## src/rtl/assert_macros.svh

```systemverilog
// ----------------------------------------------------------------------------
// assert_macros.svh
// Shared concurrent assertion macros for the merge sort engine.
// ----------------------------------------------------------------------------
`ifndef ASSERT_MACROS_SVH
`define ASSERT_MACROS_SVH

// Consequent must hold in the same cycle as the antecedent.
`define MSORT_ASSERT_NOW(label, clk, rstn, ante, cons, msg) \
    label: assert property (@(posedge clk) disable iff (!(rstn)) (ante) |-> (cons)) \
        else $error(msg);

// Consequent must hold in the cycle after the antecedent.
`define MSORT_ASSERT_NEXT(label, clk, rstn, ante, cons, msg) \
    label: assert property (@(posedge clk) disable iff (!(rstn)) (ante) |=> (cons)) \
        else $error(msg);

`endif

```

## src/rtl/msort_pkg.sv

```systemverilog
// ----------------------------------------------------------------------------
// msort_pkg
// Shared constants and types of the merge sort engine.
// ----------------------------------------------------------------------------
package msort_pkg;

    // Width of one stored element.
    localparam int DATA_W = 32;

    // Default number of elements the store holds.
    localparam int DEFAULT_DEPTH = 64;

    // Status that the pass sequencer reports to the top level.
    typedef struct packed {
        logic done;   // last merge pass finished this cycle
        logic src;    // bank holding the current run data (0: bank A, 1: bank B)
    } msort_seq_stat_t;

endpackage

```

## src/rtl/msort_seq.sv

```systemverilog
// ----------------------------------------------------------------------------
// msort_seq
// Bottom-up merge pass sequencer with one shared signed comparator.
// ----------------------------------------------------------------------------
module msort_seq
    import msort_pkg::*;
#(
    parameter int DEPTH = DEFAULT_DEPTH,
    localparam int AW = $clog2(DEPTH),
    localparam int CW = $clog2(DEPTH + 1)
) (
    input  logic              aclk,
    input  logic              aresetn,
    input  logic              start,
    input  logic [CW-1:0]     n_in,
    input  logic [DATA_W-1:0] rd0,
    input  logic [DATA_W-1:0] rd1,
    output logic [AW-1:0]     raddr0,
    output logic [AW-1:0]     raddr1,
    output logic              we,
    output logic [AW-1:0]     waddr,
    output logic [DATA_W-1:0] wdata,
    output msort_seq_stat_t   stat
);

`include "assert_macros.svh"

    // Wide enough for a run end plus twice the run width.
    localparam int EW = CW + 2;

    typedef enum logic [2:0] {
        SQ_IDLE  = 3'b001,
        SQ_PREP  = 3'b010,
        SQ_MERGE = 3'b100
    } seq_state_t;

    seq_state_t    state_reg, state_next;
    logic          src_reg, src_next;
    logic [CW-1:0] n_reg, n_next;
    logic [CW-1:0] w_reg, w_next;
    logic [CW-1:0] i_reg, i_next;
    logic [CW-1:0] j_reg, j_next;
    logic [CW-1:0] k_reg, k_next;
    logic [CW-1:0] mid_reg, mid_next;
    logic [CW-1:0] hi_reg, hi_next;

    logic          take_left;
    logic          finish;
    logic [CW-1:0] k_inc;
    logic [EW-1:0] w2;

    // Clamp a run boundary to the element count.
    function automatic logic [CW-1:0] clamp_n(input logic [EW-1:0] a,
                                              input logic [CW-1:0] b);
        logic [EW-1:0] bx;
        bx = {2'b00, b};
        return (a < bx) ? a[CW-1:0] : b;
    endfunction

    // Shared comparator: stable choice of the left run on equal values.
    assign take_left = (i_reg < mid_reg) &&
                       (!(j_reg < hi_reg) || ($signed(rd0) <= $signed(rd1)));
    assign k_inc = k_reg + CW'(1);
    assign w2    = {1'b0, w_reg, 1'b0};

    // Pass, run and element sequencing.
    always_comb begin
        state_next = state_reg;
        src_next   = src_reg;
        n_next     = n_reg;
        w_next     = w_reg;
        i_next     = i_reg;
        j_next     = j_reg;
        k_next     = k_reg;
        mid_next   = mid_reg;
        hi_next    = hi_reg;
        we         = 1'b0;
        finish     = 1'b0;
        case (state_reg)
            SQ_IDLE: begin
                if (start) begin
                    n_next   = n_in;
                    src_next = 1'b0;
                    w_next   = CW'(1);
                    i_next   = '0;
                    k_next   = '0;
                    mid_next = CW'(1);
                    j_next   = CW'(1);
                    hi_next  = CW'(2);
                    if (n_in >= CW'(2)) begin
                        state_next = SQ_PREP;
                    end
                end
            end
            SQ_PREP: begin
                state_next = SQ_MERGE;
            end
            SQ_MERGE: begin
                we     = 1'b1;
                i_next = i_reg + CW'(take_left);
                j_next = j_reg + CW'(!take_left);
                k_next = k_inc;
                if (k_inc == hi_reg) begin
                    if (hi_reg == n_reg) begin
                        // End of a pass: the destination bank becomes the source.
                        src_next = !src_reg;
                        if (w2 >= {2'b00, n_reg}) begin
                            finish     = 1'b1;
                            state_next = SQ_IDLE;
                        end else begin
                            w_next     = w2[CW-1:0];
                            i_next     = '0;
                            k_next     = '0;
                            mid_next   = clamp_n(w2, n_reg);
                            j_next     = clamp_n(w2, n_reg);
                            hi_next    = clamp_n({w2[EW-2:0], 1'b0}, n_reg);
                            state_next = SQ_PREP;
                        end
                    end else begin
                        // Next pair of runs in the same pass.
                        i_next   = hi_reg;
                        k_next   = hi_reg;
                        mid_next = clamp_n(EW'(hi_reg) + EW'(w_reg), n_reg);
                        j_next   = clamp_n(EW'(hi_reg) + EW'(w_reg), n_reg);
                        hi_next  = clamp_n(EW'(hi_reg) + w2, n_reg);
                    end
                end
            end
            default: begin
                state_next = SQ_IDLE;
            end
        endcase
    end

    // Read addresses follow the next pointers so that the registered read data lines up with the pointer registers.
    assign raddr0 = i_next[AW-1:0];
    assign raddr1 = j_next[AW-1:0];
    assign waddr  = k_reg[AW-1:0];
    assign wdata  = take_left ? rd0 : rd1;

    assign stat.done = finish;
    assign stat.src  = src_reg;

    // Control state.
    always_ff @(posedge aclk) begin
        if (!aresetn) begin
            state_reg <= SQ_IDLE;
            src_reg   <= 1'b0;
        end else begin
            state_reg <= state_next;
            src_reg   <= src_next;
        end
    end

    // Pointers and run bounds.
    always_ff @(posedge aclk) begin
        n_reg   <= n_next;
        w_reg   <= w_next;
        i_reg   <= i_next;
        j_reg   <= j_next;
        k_reg   <= k_next;
        mid_reg <= mid_next;
        hi_reg  <= hi_next;
    end

    // Checks on the merge sequencing.
    `MSORT_ASSERT_NOW(a_merge_in_run, aclk, aresetn, state_reg == SQ_MERGE,
        (k_reg < hi_reg) && (i_reg <= mid_reg) && (j_reg <= hi_reg),
        "merge pointer left its run")
    `MSORT_ASSERT_NOW(a_merge_count, aclk, aresetn, state_reg == SQ_MERGE,
        (i_reg + j_reg == k_reg + mid_reg),
        "merge output index does not match consumed elements")
    `MSORT_ASSERT_NEXT(a_done_idle, aclk, aresetn, stat.done,
        state_reg == SQ_IDLE,
        "sequencer did not return to idle after the last pass")

endmodule

```

## config.mk

```make
export PLATFORM = sky130hd
export DESIGN_NAME = msort_seq
export DESIGN_NICKNAME = d
export VERILOG_FILES = /design/src/rtl/msort_pkg.sv /design/src/rtl/msort_seq.sv
export VERILOG_INCLUDE_DIRS = /design/src /design/src/rtl
export SDC_FILE = /design/constraint.sdc
export NUM_CORES = 1
export LEC_CHECK = 0
export BUFFER_PORTS_ARGS = -buffer_cell sky130_fd_sc_hd__buf_4
export CAP_MARGIN = 20
export CORE_ASPECT_RATIO = 0.75
export CORE_MARGIN = 2
export CORE_UTILIZATION = 46
export CTS_CLUSTER_DIAMETER = 150
export CTS_CLUSTER_SIZE = 20
export DETAILED_ROUTE_END_ITERATION = 16
export PLACE_DENSITY_LB_ADDON = 0.05
export SYNTH_ARGS = -nofsm -noshare
export SYNTH_HDL_FRONTEND = slang
export SYNTH_SLANG_ARGS = --single-unit
```

## constraint.sdc

```tcl
create_clock -name aclk -period 4.05 [get_ports aclk]
set_input_delay 0.405 -clock aclk [delete_from_list [all_inputs] [get_ports aclk]]
set_output_delay 0.405 -clock aclk [all_outputs]
set_load 0.02 [all_outputs]
```

==> results.yml <==
outcome:
  status: "finished clean"
logic_synthesis:
  ys_seq_area_share_pct: 25.5
  yosys.area.top_type: "edfxtp_1"
  postSynthCellCount: 616
  ys_seq_elements: 53
  synth.most_common_cell: "ha_1"
  ys_warn_count: 0
  synthTopCellsByCount: "86 x ha_1, 62 x inv_1, 42 x a21oi_1"
  synth.area.top_cells: "edfxtp_1 20%, ha_1 19%, mux2_2 6.4%, dfxtp_1 5.7%, inv_1 4.1%"
  synth_edf_count: 37
  ys.flop_type: "edfxtp_1"
  async_flop_share_pct: 0
  synth_area_per_cell_um2: 9.10
  synth_area_um2: 5610
  yosysUniqueCellTypes: 71
  netlist.area_leader.share_pct: 19.8
  synth_nets: 778
pwr:
  power.net_switching_w: 0.00129
  swShare_pct: 43.5
  vdd_drop_max_uv: 237
  pwr-share-comb_pct: 59.0
  power_leakage_nw: 3.26
  p_seq_share_pct: 25.7
  clockPowerShare_pct: 15.2
  p_int_w: 0.00168
  p_per_area_nw_per_um2: 423
sta:
  final.period_utilization_pct: 96.3
  drv_slew: 0
  fin_crit_ns: 3.90
  hold_violations: 0
  finClkSkew_ns: 0.00822
  setup_ws_ns: 0.148
  max-slew-margin-rel_pct: 52.8
  fmax_ghz: 0.256
  tightestPinTransition_ns: 0.703
  setup_viol: 0
setup_path:
  start_kind: "flip-flop"
  path_cells: "ha_2 > fa_2 > a21o_1 > a21oi_2 > o21bai_1 > a21oi_2 > xnor2_2 > ha_4 > nor3_1 > a21o_1 > a21oi_1 > o31a_1 > o22ai_2 > buf_4"
  worstPathArrival_ns: 3.50
  crit_type: "flip-flop to output port"
  cpPeakStageDelay_ns: 0.40
  cp.required_ns: 3.64
  worst_path_max_delay_cell: "edfxtp_1"
  cp-end-kind: "output port"
  path_max_fanout: 5
  crit_buf_inv: 1
  path_delay_family: "compound AO/OA/AOI/OAI gates"
floorplanning:
  core_um2: 11700
  ioPinCount: 127
  initial_core_util_pct: 47.8
  dieHeight_um: 99.6
  fp.dieW_um: 131
  fp-row-count: 34
  die_area_um2: 13100
clock_network:
  clock_path_buffers: 2
  holdBufCountCts: 0
  path_clk_slew_ns: 0.07
  cts-root-buf: "clkbuf_16"
  worstSkewPairLatency_ns: 0.30
  cts_tree: "built"
  cts_made_buffers: 5
  clock-sinks: 53
  h-tree-depth: 2
cells_and_area:
  area_growth_pct: 25.1
  final_area_um2: 7020
  final_net_count: 907
  antennaDiodeCount: 0
  regArea_um2: 1430
  multiInputGateArea_um2: 3860
  fin_cells: 908
  drive_gt1_share_pct: 30.6
  n_fill_cell: 1079
routing:
  postRouteAntennaNets: 0
  drc: 0
  routedWlPerCell_um: 18.7
  routed_wl_um: 17000
  viasPerCell: 5.78
  dr.pass1.iters: 7
  vias: 5252
  drt-initial-drc-count: 350
global_routing:
  grt_max_degree: 33
  grt_util_all_layers_pct: 25.7
  first_global_vias: 5029
  grt_pass1_wl_um: 26600
  grt-ovfl-total: 0
  antenna_found_initial: 0
place:
  place_ws_ns: 0.0943
  placed_area_um2: 6690
  dpl.hpwl_um: 13700
  gp_congestion: 0.929
  place.port_buffers: 126
  placed_cells: 894
hold_path:
  min_path_type: "primary input to flip-flop"
flow_run:
  cap_violations: 0
[power groups by stage]
| stage | Sequential [W] | Combinational, W | Clock (W) |
|---|---|---|---|
| 2_1_floorplan | 0.000749 | 0.00112 | 0 |
| 3_3_place_gp | 0.000772 | 0.00154 | 0 |
| 3_5_place_dp | 0.000773 | 0.00157 | 0 |
| 4_1_cts | 0.000761 | 0.00161 | 0.000460 |
| 5_1_grt | 0.000773 | 0.00192 | 0.000483 |
| 6_report | 0.000765 | 0.00175 | 0.000453 |
[logic make-up after synthesis]
family / share of synthesized area, %
fa+ha+maj: 19.9
flops: 25.5
mux: 6.78
compound gates: 19.0
simple gates: 14.5
xor+xnor: 6.34
buf+inv: 8.01
[path summary, 6_finish.rpt]
check	start	to	slack, ns	cells after the start
setup / recovery	w_reg[0]$_SDFFCE_PN1P_	raddr1[2]	0.15	14
hold / removal	n_in[0]	n_reg[0]$_DFFE_PP_	0.28	1
setup reg to reg	w_reg[0]$_SDFFCE_PN1P_	mid_reg[0]$_SDFFCE_PN1P_	0.67	13
hold reg to reg	src_reg$_SDFFE_PN0P_	src_reg$_SDFFE_PN0P_	0.48	1
[repair_timing]
action	4_1_cts	5_1_grt
endpoints found under the setup margin	6	7
pin swaps	3	7
gates resized for setup	8	19
setup buffers	1	5
[cell type report]
cell class,count,area share (%)
Multi-Input combinational cell,471,55.0
Sequential cell,53,20.4
Clock buffer,7,2.03
Timing Repair Buffer,152,16.3
Clock inverter,1,0.0891
Tap cell,162,2.89
Inverter,62,3.32
[layout by cell type, fill, tap and decap left out, types with 3 or more instances in the layout]
cell type,n
a211oi_1,12
a211oi_2,6
a21boi_0,3
a21o_1,13
a21oi_1,39
a221oi_1,3
a22oi_1,5
and2_1,6
and3_1,5
buf_4,152
clkbuf_16,5
dfxtp_1,16
edfxtp_1,37
ha_1,84
inv_1,62
mux2_2,32
nand2_1,36
nand2b_1,5
nand3_1,22
nand4_1,12
nor2_1,26
nor2b_1,4
nor3_1,12
nor3_2,4
o211a_1,4
o211ai_1,6
o21a_1,3
o21ai_0,27
o21ai_1,4
o21bai_1,3
o22ai_1,6
xnor2_1,18
xor2_1,13
[layer usage]
| layer | track usage (%) | share of wire, % | vias to the layer above |
|---|---|---|---|
| met4 | 3.85 | 0.73 | 0 |
| li1 | - | - | 2532 |
| met2 | 36.8 | 41 | 216 |
| met1 | 39.0 | 48 | 2491 |
| met3 | 6.83 | 10 | 13 |
| met5 | 0 | 0 | - |
[metrics by stage]
stage	TNS, ns	power (W)	hold WS [ns]	util, %
after detailed placement	0	0.00234	0.469	57.0
after CTS	0	0.00283	0.275	58.6
after floorplan	0	0.00187	0.444	-
final	0	0.00297	0.283	59.8
after global placement	0	0.00231	0.471	57.0
after global routing	-0.0916	0.00317	0.273	59.8
(Power assumes the default switching activity.)
